File: config.mk
export PLATFORM = sky130hd
export DESIGN_NAME = gra_ctrl
export DESIGN_NICKNAME = d
export VERILOG_FILES = /design/src/hw/rtl/gra_pkg.sv /design/src/hw/rtl/gra_ctrl.sv
export SDC_FILE = /design/constraint.sdc
export NUM_CORES = 1
export LEC_CHECK = 0
export ABC_AREA = 1
export BUFFER_PORTS_ARGS = -buffer_cell sky130_fd_sc_hd__buf_2
export CAP_MARGIN = 20
export CORE_UTILIZATION = 55
export CTS_CLUSTER_SIZE = 24
export DETAILED_ROUTE_END_ITERATION = 6
export PLACE_DENSITY = 0.82
export SYNTH_ARGS = -nofsm -noshare
export SYNTH_HDL_FRONTEND = slang
export SYNTH_SLANG_ARGS = --single-unit
File: constraint.sdc
create_clock -name clk -period 3.7 [get_ports clk]
set_input_delay 0.185 -clock clk [delete_from_list [all_inputs] [get_ports clk]]
set_output_delay 0.185 -clock clk [all_outputs]
set_load 0.01 [all_outputs]
File: src/hw/rtl/gra_pkg.sv
// Package for the guillotine rectangle allocator.
// Payload structs, config register indexes and shared command/status types.
// No dependencies.
package gra_pkg;

  localparam int unsigned CFG_IDX_W  = 2;
  localparam int unsigned CFG_DATA_W = 13;

  typedef enum logic [CFG_IDX_W-1:0] {
    CFG_ATLAS_WIDTH  = 2'd0,
    CFG_ATLAS_HEIGHT = 2'd1,
    CFG_BORDER       = 2'd2
  } cfg_idx_t;

  typedef struct packed {
    logic        restart;
    logic [15:0] tile_id;
    logic [12:0] req_w;
    logic [12:0] req_h;
  } req_t;

  typedef struct packed {
    logic [15:0] placed_id;
    logic        fits;
    logic [11:0] pos_x;
    logic [11:0] pos_y;
    logic [12:0] span_w;
    logic [12:0] span_h;
    logic        rotated;
    logic        store_overflow;
  } rsp_t;

  typedef struct packed {
    logic reload;
    logic scan_start;
    logic split_start;
    logic merge_start;
  } dp_cmd_t;

  typedef struct packed {
    logic reload_done;
    logic scan_done;
    logic found;
    logic zero_span;
    logic split_done;
    logic merge_done;
  } dp_sts_t;

endpackage

File: src/hw/rtl/gra_ctrl.sv
// Request controller of the guillotine rectangle allocator.
// Sequences reload, scan, split and merge commands. Depends on gra_pkg.
module gra_ctrl (
  input  logic             clk,
  input  logic             rst,
  input  logic             in_valid,
  output logic             in_ready,
  input  logic             restart,
  output logic             out_valid,
  input  logic             out_ready,
  output logic             cap,
  output gra_pkg::dp_cmd_t cmd,
  input  gra_pkg::dp_sts_t sts
);

  typedef enum logic [8:0] {
    C_INIT   = 9'b000000001,
    C_IDLE   = 9'b000000010,
    C_RELOAD = 9'b000000100,
    C_SCAN   = 9'b000001000,
    C_SPLIT  = 9'b000010000,
    C_MERGE  = 9'b000100000,
    C_OUT    = 9'b001000000,
    C_WAIT   = 9'b010000000,
    C_PICK   = 9'b100000000
  } ctrl_t;

  ctrl_t st;
  logic rst_pend;

  assign in_ready  = st == C_IDLE;
  assign out_valid = st == C_OUT;
  assign cap       = in_valid && in_ready;

  // commands are issued when the datapath sits idle; merge_start stays asserted through the merge pass
  always_comb begin
    cmd = '0;
    unique case (st)
      C_IDLE:   cmd.reload = cap && restart;
      C_WAIT:   cmd.scan_start = 1'b1;
      C_PICK:   cmd.split_start = sts.found && !sts.zero_span;
      C_MERGE:  cmd.merge_start = 1'b1;
      default:  ;
    endcase
  end

  always_ff @(posedge clk) begin
    if (rst) begin
      st <= C_INIT;
      rst_pend <= 1'b0;
    end else begin
      unique case (st)
        C_INIT:   if (sts.reload_done) st <= C_IDLE;
        C_IDLE:   if (cap) begin
          rst_pend <= restart;
          st <= restart ? C_RELOAD : C_WAIT;
        end
        C_RELOAD: if (sts.reload_done) st <= C_WAIT;
        C_WAIT:   st <= C_SCAN;
        C_SCAN:   if (sts.scan_done) st <= C_PICK;
        C_PICK:   st <= (sts.found && !sts.zero_span) ? C_SPLIT : C_OUT;
        C_SPLIT:  if (sts.split_done) st <= C_MERGE;
        C_MERGE:  if (sts.merge_done) st <= C_OUT;
        C_OUT:    if (out_ready) st <= C_IDLE;
        default:  st <= C_IDLE;
      endcase
    end
  end

`ifndef SYNTHESIS
  a_one_busy: assert property (@(posedge clk) disable iff (rst)
    !(in_ready && out_valid)) else $error("ready while result pending");
  a_out_hold: assert property (@(posedge clk) disable iff (rst)
    out_valid && !out_ready |=> out_valid) else $error("result dropped");
  a_rst_flag: assert property (@(posedge clk) disable iff (rst)
    st == C_RELOAD |-> rst_pend) else $error("reload without restart");
`endif

endmodule

-- Word-level counts from Yosys, hierarchy flattened
Cells that the tools add are included.
Widths: inputs -> output; s select.
- bits in registers: 9
- latch bits: 0
- memory bits (writable): 0
- memory bits (read-only): 0
- input bits: 11
- output and inout port bits: 7
- word-level logic and storage cells: 36
- memories kept: 0
- $add $sub $neg: 0
- multipliers: 0
- divide/modulo/power cells: 0
- $lt $le $gt $ge: 0
- equal/unequal tests: 16
- shift operators: 0
- muxes and demuxes: 14
- bitwise gates (word level): 0
- reductions and logical operators: 5
- operators by type and width (cell ; count):
    $pmux 9 s9 ; 1
    $mux 9 ; 7
    $ne 2x2->1 const B ; 5
    $eq 9x1->1 const B ; 1
    $eq 9x2->1 const B ; 1
    $eq 9x3->1 const B ; 1
    $eq 9x4->1 const B ; 1
    $eq 9x5->1 const B ; 1
    $eq 9x6->1 const B ; 1
    $eq 9x7->1 const B ; 1
    $eq 9x8->1 const B ; 1
    $eq 9x9->1 const B ; 1
    $mux 8 ; 1
    $mux 7 ; 1
    $reduce_and 7->1 ; 1
    $mux 1 ; 4
    $ne 2x1->1 const B ; 2
    $logic_and 1x1->1 ; 3
    $logic_not 1->1 ; 1

-- Longest topological paths before layout
Gate-level depths: netlist of the first run.
- depth after elaboration: 4
- mapped depth: 11
- gate-level depth less buffers: 10

-- Least setup slack after synthesis of the first run
No wires, ideal clock.
- path type: reg2reg
- from: register st[0]
- to: register st[1]
- library setup time: 0.113 ns
- data arrival time: 1.278 ns
- data required time: 3.587 ns
- path slack: 2.309 ns
- cell stages (with the launch flop): 11
- buffers on the path: 0
- period minus slack after synthesis: 1.391 ns
- cell sequence: dfxtp_1 -> nor2_2 -> nand2_2 -> nor2_4 -> inv_1 -> nor2_1 -> nor2_1 -> nand2_1 -> nor2_1 -> nor2_1 -> nor2_1
- longest elaborated chain between the ends: 4
- elaborated cells between the ends (all ways): 19
- classes of those cells: 16 x eq/ne; 1 x mux; 2 x reduce/logical
- ends and longest elaborated chain (what ; line ; text):
    start, declared ; gra_ctrl.sv:28 ; ctrl_t st;
    start signal, assigned ; gra_ctrl.sv:56 ; st <= restart ? C_RELOAD : C_WAIT;
    start signal, assigned ; gra_ctrl.sv:61 ; C_PICK: st <= (sts.found && !sts.zero_span) ? C_SPLIT : C_OUT;
    $eq 9x2->1 ; gra_ctrl.sv:31, gra_ctrl.sv:52 ;
    $logic_and 1x1->1 ; gra_ctrl.sv:33 ; assign cap = in_valid && in_ready;
    $ne 2x1->1 (no line) ; -- ;
    $reduce_and 7->1 (no line) ; -- ;
Parallel ways exist; a longest one is shown, timed or not.
A chain may end at the register's enable or synchronous reset.

==> impl_metrics.toml, run 1 <==
[logic_synthesis]
post-synth-top-area-cell = "dfxtp_1"
synth_common_cells = "26 x nand2_1, 24 x inv_1, 22 x nor2_1"
synth_xor_area_share_pct = 0
synth_edf_count = 0
synthCells = 118
synth_nets = 129
avgSynthCellArea_sq_um = 6.21
ys_types = 21
synthAdderAreaFrac_pct = 0
yosysMostFrequentCell = "nand2_1"
synth_ff_type = "dfxtp_1"
synth_area_sq_um = 733
synthMuxAreaShare_pct = 0
synth_top_family_by_area = "simple AND/OR/NAND/NOR gates"
ys_seq_elements = 9
synth_top_area_share_pct = 24.6
synth-async-reset-ratio_pct = 0
synthTopCellsByArea = "dfxtp_1 25%, nand2_1 13%, inv_1 12%"
ys_seq_area_share_pct = 24.6
yosys.area_share.simple_pct = 57.7
yosys_warnings = 0
synth_compound_area_share_pct = 2.39

[place]
port_buffers = 17
hpwl_microns = 1180
pre_cts_ws_ns = 2.27
routabilityCongestion = 0.827

[critical_path]
worstPathRequired_ns = 3.51
cp_max_fo = 6
cp-end-kind = "primary output"
crit_arrival_ns = 1.52
worst-setup-path-type = "reg -> out"
startpoint_type = "flip-flop"
worst-r2r-setup-slack_ns = 2.22

[global_routing]
grtUsageTotal_pct = 25.2
grt_pass1_vias = 615
grt_max_degree = 14
overflow = 0
antenna_found_initial = 0
grt_pass1_wl_microns = 2490

[layout]
n_antenna_cell = 0
fillCellCount = 102
area_growth_pct = 15.5
seq_area_sq_um = 180
layout-drive-gt1-share_pct = 30.4
multi_input_area_sq_um = 440
final_util_pct = 72.3
top_regs = "st x9"
largest_reg_flops = 9
regMostFlops = "st"
nets = 150

[detailed_routing]
firstDrtPassIters = 4
ant_nets = 0
drc = 0
detail_route.iter0.violations = 20
drt-total-wl_microns = 1530
dr_total_vias = 727
wl_per_cell_microns = 10.0
routed_via_density = 4.78

[timing]
worstMarginPinSlew_ns = 0.275
tns_ns = 0
fmaxAchievable_mhz = 587
finClkSkew_ns = 0.000314
hold_violations = 0
finalCriticalPeriod_ns = 1.70
rsz0062_at_grt = "false"
final_max_slew_viol_count = 0
maxSlewHeadroom_pct = 81.6
fin_crit_sh_pct = 46.1
layout_setup_ws_ns = 2.00
finalSetupViolCount = 0

[clock_tree]
ctsLongestPathBuffers = 2
cts_tree = "built"
clkSinkCount = 9
cts_setup_buffers = 0
h-tree-depth = 1
cts.reportedPaths.clkPinSlew_ns = 0.06
clock_latency_ns = 0.27
post_cts_resized = 0
cts_hold_buf = 0
root_buffer = "clkbuf_4"
numCtsBuffers = 3

[power]
power_mw = 0.599
leakagePower_nw = 0.479
irDropWorstVdd_v = 0.000398
p_per_area_nw_per_um2 = 707

[min_path]
min_path_type = "in -> reg"

[floorplan]
design.core.area_sq_um = 1170
io_pins = 18
rows = 12
start_util_pct = 62.6
die_area_sq_um = 1480
die_h_microns = 38.5
die_w_microns = 38.5

[status]
status = "finished clean"

[job]
max_cap_viol_count = 0
power by group:
group          internal [mW]  switching, mW  total, mW
logic                  0.127          0.232      0.359
registers              0.127         0.0338      0.161
clock network         0.0418         0.0378     0.0795
per-stage QoR:
step,cells,cell area (sq um),hold slack (ns)
finish,152,847,0.261
floorplan,118,733,0.395
detailed placement,148,821,0.494
global route,152,847,0.278
CTS,152,847,0.259
global placement,148,821,0.478
path summary, 6_finish.rpt:
check          from     end  cells after the start
min reg2reg   st[0]   st[0]                      2
max reg2reg   st[0]   st[1]                     10
min          sts[2]   st[4]                      4
max           st[0]  cmd[2]                      6
cell type report:
| class | instances | share of cell area [%] |
|---|---|---|
| flip-flops and latches | 9 | 21.3 |
| well taps | 14 | 2.07 |
| inverters | 26 | 11.5 |
| clock buffers | 4 | 3.10 |
| multi-input cells | 82 | 52.0 |
| repair buffers | 17 | 10.0 |
cells in the final DEF (no fill, tap or decap):
cell	Yosys	routed
nor3_1	2	2
clkinv_1	1	1
clkbuf_4	0	3
nand2_1	26	26
buf_2	0	17
o21bai_1	1	1
and2_1	1	1
nor2_1	22	22
nand3_2	3	3
o21ai_0	1	1
inv_1	24	24
nand4_1	2	2
or2_2	1	1
inv_2	1	1
nor2_4	6	6
nand3_4	1	1
nor2_2	4	4
nand2_4	1	1
clkbuf_1	0	1
nand3_1	5	5
dfxtp_1	9	9
a21oi_1	1	1
nand2_2	5	5
routing by layer:
| layer | part of all wire, % | track usage [%] |
|---|---|---|
| met5 | 0 | 0 |
| met4 | 1.9 | 12.9 |
| met3 | 2.5 | 3.49 |
| met2 | 48 | 42.9 |
| met1 | 47 | 30.2 |
cell families after synthesis:
logic type	count (synthesis)
AOI/OAI and AO/OA	3
and+or+nand+nor	79
buffers and inverters	27
DFF	9
critical path, cell delays in order, from the launching register on:
cell and delay, ns:
dfxtp_1 0.34, nor2_2 0.17, nand2_2 0.10, nor2_4 0.15
inv_1 0.07, nor2_1 0.23, buf_2 0.19
Note: power is estimated with default switching activity, not from simulation.
==> inputs of run 2 (changes only) <==
ABC_AREA = 0   (was 1)
CORE_UTILIZATION = 45   (was 55)
PLACE_DENSITY = 0.73   (was 0.82)
clock period = 1.43 ns   (was 3.7 ns; I/O delays follow)
==> run 2 against run 1 <==
The run now ends with negative setup slack left. Routed wire length grew 85%. Die area is 12% higher. Final cell count up 2.6%. Setup slack lost 2.3 ns. Critical path depth increased by 1. Synthesized cell count down 27%. Combinational power fell by 28%. Worst hold slack got worse by 0.18 ns. Sequential power is 71% higher. Total power increased by 23%.
==> impl_metrics.toml, run 2 <==
[power]
swShare_pct = 30.9
sequentialPowerShare_pct = 37.5
power_mw = 0.737
clkPwrFrac_pct = 27.7
p_per_area_nw_per_um2 = 619
leakagePower_nw = 0.531
p_switching_mw = 0.228
combinationalPowerShare_pct = 34.8
irDropWorstVdd_v = 0.000535
power.internal_mw = 0.509

[critical_path]
r2r-end = "st[6]"
crit_arrival_ns = 1.89
endpoint = "st[6]"
worst_r2r_path_depth = 7
cp_max_fo = 3
startpoint_type = "flip-flop"
cp-end-kind = "flip-flop"
worstPathRequired_ns = 1.62
rr_startpoint = "st[5]"
crit_start = "st[5]"
worst-r2r-setup-slack_ns = -0.27
worst-setup-path-type = "reg -> reg"

[detailed_routing]
ant_nets = 0
drt-total-wl_microns = 2830
routed_via_density = 6.03
detail_route.iter0.violations = 47
dr_total_vias = 940
wl_per_cell_microns = 18.1
drc = 0
firstDrtPassIters = 4

[timing]
finClkSkew_ns = 0.0110
maxSlewHeadroom_pct = 70.7
final_max_slew_viol_count = 0
fin_crit_sh_pct = 119
rsz0062_at_grt = "true"
finalSetupViolCount = 15
hold_violations = 0
fmaxAchievable_mhz = 588
finalCriticalPeriod_ns = 1.70
layout_setup_ws_ns = -0.270
worstMarginPinSlew_ns = 0.439

[logic_synthesis]
synth_common_cells = "9 x dfxtp_1, 8 x nor3b_1, 6 x a21oi_1, 6 x nand2_1, 6 x o21ai_0"
synth_ff_type = "dfxtp_1"
synth-async-reset-ratio_pct = 0
yosysMostFrequentCell = "dfxtp_1"
synth_nets = 97
ys_seq_area_share_pct = 26.7
synth_area_sq_um = 674
synthCells = 86
synthTopCellsByArea = "dfxtp_1 27%, nor3b_1 8.9%, a21oi_1 4.5%"
synth_top_area_share_pct = 26.7
yosys_warnings = 0
synth_edf_count = 0
ys_seq_elements = 9
post-synth-top-area-cell = "dfxtp_1"
avgSynthCellArea_sq_um = 7.84
ys_types = 35

[global_routing]
overflow = 0
grt_pass1_vias = 806
grtUsageTotal_pct = 34.0
antenna_found_initial = 0
grt_max_degree = 10
grt_pass1_wl_microns = 3580

[layout]
final_util_pct = 88.2
largest_reg_flops = 9
fin_cells = 156
fillCellCount = 56
nets = 153
layout-drive-gt1-share_pct = 63.1
seq_area_sq_um = 190
final_cell_mix = "36 x buf_4, 15 x buf_2, 6 x buf_6"
area_growth_pct = 76.6
multi_input_area_sq_um = 528
design_area_sq_um = 1190
final_common_cell = "buf_4"
regMostFlops = "st"
top_regs = "st x9"
n_antenna_cell = 0

[place]
pre_cts_ws_ns = -0.162
hpwl_microns = 1480
dp_cells = 135
dpl_cell_area_sq_um = 920
routabilityCongestion = 0.863
port_buffers = 17

[floorplan]
io_pins = 18
die_h_microns = 40.7
rows = 13
design.core.area_sq_um = 1350
die_w_microns = 40.7
die_area_sq_um = 1660
start_util_pct = 50.0

[clock_tree]
cts.reportedPaths.clkPinSlew_ns = 0.07
numCtsBuffers = 3
cts_hold_buf = 0
clock_latency_ns = 0.27
h-tree-depth = 1
root_buffer = "clkbuf_4"
clkSinkCount = 9
ctsLongestPathBuffers = 2
cts_tree = "built"

[job]
max_cap_viol_count = 0

[status]
violations = "negative setup slack"
status = "finished, violations left"

[min_path]
min_path_type = "in -> reg"
hold_depth = 2
run 2: changes by cell type after synthesis, moves of 6 or more:
cell / before / now
inv_1: 24 / 4
nand2_1: 26 / 6
nor2_1: 22 / 5
nor2_4: 6 / 0
nor3b_1: 0 / 8
run 2: what timing repair did:
action                                  in CTS  in global routing
endpoints found under the setup margin      15                 15
setup buffers                               17                  1
resized for setup                           18                 18
hold endpoints to repair                     0                  0
pin swaps                                   14                  7
run 2: cell families (layout without fill, tap and decap cells):
logic type                count (synthesis)  after routing  synth area share, %
AOI/OAI and AO/OA                        19             19                 17.4
xor gates and xnor gates                  2              2                 2.60
buffers and inverters                    10             65                 7.61
DFF                                       9              9                 26.7
and+or+nand+nor                          46             46                 45.6
run 2: through the flow:
| step | TNS [ns] | hold slack, ns |
|---|---|---|
| 2_1_floorplan | -0.399 | 0.237 |
| 4_1_cts | -1.60 | 0.0731 |
| 3_3_place_gp | -0.309 | 0.353 |
| 3_5_place_dp | -0.722 | 0.359 |
| 6_report | -2.39 | 0.0835 |
| 5_1_grt | -3.20 | 0.0866 |
run 2: final cells by class:
type	count	share of cell area [%]
flip-flops and latches	9	16.0
well taps	15	1.58
repair buffers	57	34.7
clock buffers	4	2.21
inverters	4	1.26
multi-input cells	67	44.3
run 2: worst max-delay path, cell delays in order, from the launching register on:
cell and delay, ns:
dfxtp_2 0.34, buf_6 0.12, buf_4 0.13, inv_1 0.11, nand3_1 0.12, a2111oi_2 0.45, nand3b_1 0.19, a21oi_1 0.16
run 2: how the worst min path moves through the flow:
| stage | startpoint | endpoint |
|---|---|---|
| floorplan | restart | st[2] |
| global placement | rst | st[1] |
| detailed placement | rst | st[2] |
| CTS | rst | st[3] |
| global route | rst | st[3] |
| finish | rst | st[3] |
run 2: routing by layer:
metal / global-route usage, % / wire length (microns)
met1: 39.1 / 1110
met3: 10.9 / 246
met2: 53.6 / 1370
met5: 0 / 0
met4: 22.5 / 101
run 2: power groups by stage:
stage | sequential, mW | clock (mW) | combinational (mW)
3_5_place_dp | 0.279 | 0 | 0.186
5_1_grt | 0.277 | 0.220 | 0.269
6_report | 0.276 | 0.204 | 0.257
4_1_cts | 0.274 | 0.204 | 0.216
3_3_place_gp | 0.279 | 0 | 0.182
2_1_floorplan | 0.272 | 0 | 0.103
==> inputs of run 3 (changes only) <==
--- a/config.mk
+++ b/config.mk
@@ -9,4 +9,5 @@
 export BUFFER_PORTS_ARGS = -buffer_cell sky130_fd_sc_hd__buf_2
 export CAP_MARGIN = 20
+export CORE_MARGIN = 10
 export CORE_UTILIZATION = 45
 export CTS_CLUSTER_SIZE = 24
==> constraint.sdc (replaced) <==
create_clock -name clk -period 1.43 [get_ports clk]
set_input_delay 0.0715 -clock clk [delete_from_list [all_inputs] [get_ports clk]]
set_output_delay 0.0715 -clock clk [all_outputs]
set_load 0.005 [all_outputs]
==> run 3 against run 2 <==
The flow still finishes with violations (negative setup slack). Clock skew is 0.0059 ns lower. Global-route usage is 20 points lower. Routed wire length is 3.2% lower. Final cell count is 10% lower. First-iteration DRC count is 15% higher. Flip-flop and latch count stayed put. Register-to-register slack better by 0.05 ns. Total power is 4.6% lower. Final area is 11% lower. Critical path type unchanged. Largest cell class unchanged.
==> impl_metrics.toml, run 3 (synthesized netlist as in run 2, its figures left out) <==
[status]
status = "finished, violations left"
violations = "negative setup slack"

[layout]
final_cell_mix = "21 x buf_4, 18 x buf_2"
n_antenna_cell = 0
area_growth_pct = 57.1
final_common_cell = "buf_4"
nets = 137
top_regs = "st x9"
fin_cells = 140
layout-drive-gt1-share_pct = 53.6
regMostFlops = "st"
largest_reg_flops = 9
design_area_sq_um = 1060
final_util_pct = 78.5

[clock_tree]
clock_latency_ns = 0.26
cts.reportedPaths.clkPinSlew_ns = 0.07
clkSinkCount = 9
root_buffer = "clkbuf_4"
cts_hold_buf = 0
h-tree-depth = 1
numCtsBuffers = 3
cts_tree = "built"
ctsLongestPathBuffers = 2

[timing]
finalSetupViolCount = 15
hold_violations = 0
layout_setup_ws_ns = -0.224
fin_crit_sh_pct = 116
finClkSkew_ns = 0.00512
rsz0062_at_grt = "true"
maxSlewHeadroom_pct = 73.9
fmaxAchievable_mhz = 605
final_max_slew_viol_count = 0
hold_ws_ns = 0.0999
finalCriticalPeriod_ns = 1.65
worstMarginPinSlew_ns = 0.382
tns_ns = -2.03

[power]
power_mw = 0.703
leakagePower_nw = 0.449
p_per_area_nw_per_um2 = 663
irDropWorstVdd_v = 0.000617

[min_path]
min_path_type = "in -> reg"
min_from = "rst"

[detailed_routing]
routed_via_density = 6.36
detail_route.iter0.violations = 54
dr_total_vias = 891
drc = 0
ant_nets = 0
wl_per_cell_microns = 19.6
firstDrtPassIters = 4
drt-total-wl_microns = 2740

[floorplan]
die_h_microns = 58.7
io_pins = 18
die_w_microns = 58.7
start_util_pct = 50.0
rows = 13
die_area_sq_um = 3450
design.core.area_sq_um = 1350

[critical_path]
crit_start = "st[4]"
worstPathRequired_ns = 1.62
crit_slowest_cell = "or4b_4"
crit_family = "simple AND/OR/NAND/NOR gates"
cp_max_fo = 7
rr_startpoint = "st[4]"
cp_num_buf_inv = 0
crit_chain = "or4b_4 -> nor3_4 -> o21ai_4 -> or2_0 -> a21oi_1"
worst-setup-path-type = "reg -> reg"
startpoint_type = "flip-flop"
worst_path_largest_cell_delay_ns = 0.58
cp-end-kind = "flip-flop"
crit_arrival_ns = 1.84

[place]
port_buffers = 17
dpl_cell_area_sq_um = 890
pre_cts_ws_ns = -0.131
dp_cells = 130
routabilityCongestion = 0.826
hpwl_microns = 1640

[job]
max_cap_viol_count = 0

[global_routing]
antenna_found_initial = 0
grt_pass1_wl_microns = 3850
grt_pass1_vias = 805
overflow = 0
grtUsageTotal_pct = 13.8
grt_max_degree = 10
-- run 3: path summary, 6_finish.rpt --
kind         endpoint  slack, ns  cells past startpoint
min reg2reg     st[2]       0.66                      3
max reg2reg     st[5]      -0.22                      5
max             st[5]      -0.22                      5
min             st[6]        0.1                      2
-- run 3: cell type report --
type,count,area (sq um)
repair buffers,41,279
inverters,4,15.0
clock buffers,4,26.3
multi-input cells,67,531
fillers,105,290
flip-flops and latches,9,190
well taps,15,18.8
-- run 3: repair_timing --
item | in CTS | in global routing
pin swaps | 9 | 0
endpoints found under the hold margin | 0 | 0
endpoints found under the setup margin | 14 | 16
gates resized for setup | 15 | 12
gates cloned | 0 | 1
setup buffers | 5 | 0
-- run 3: routing by layer --
layer	up-vias	wire length, microns	share of wire [%]	global-route usage [%]
met3	18	270	9.9	2.15
met4	0	164	6.0	5.25
met1	421	991	36	16.3
met2	60	1310	48	24.1
li1	392	-	-	-
met5	-	0	0	0
-- run 3: power by group --
group | internal, mW | total, mW | switching (mW)
Clock | 0.107 | 0.197 | 0.0898
Sequential | 0.261 | 0.280 | 0.0193
Combinational | 0.115 | 0.226 | 0.111
Total | 0.483 | 0.703 | 0.220
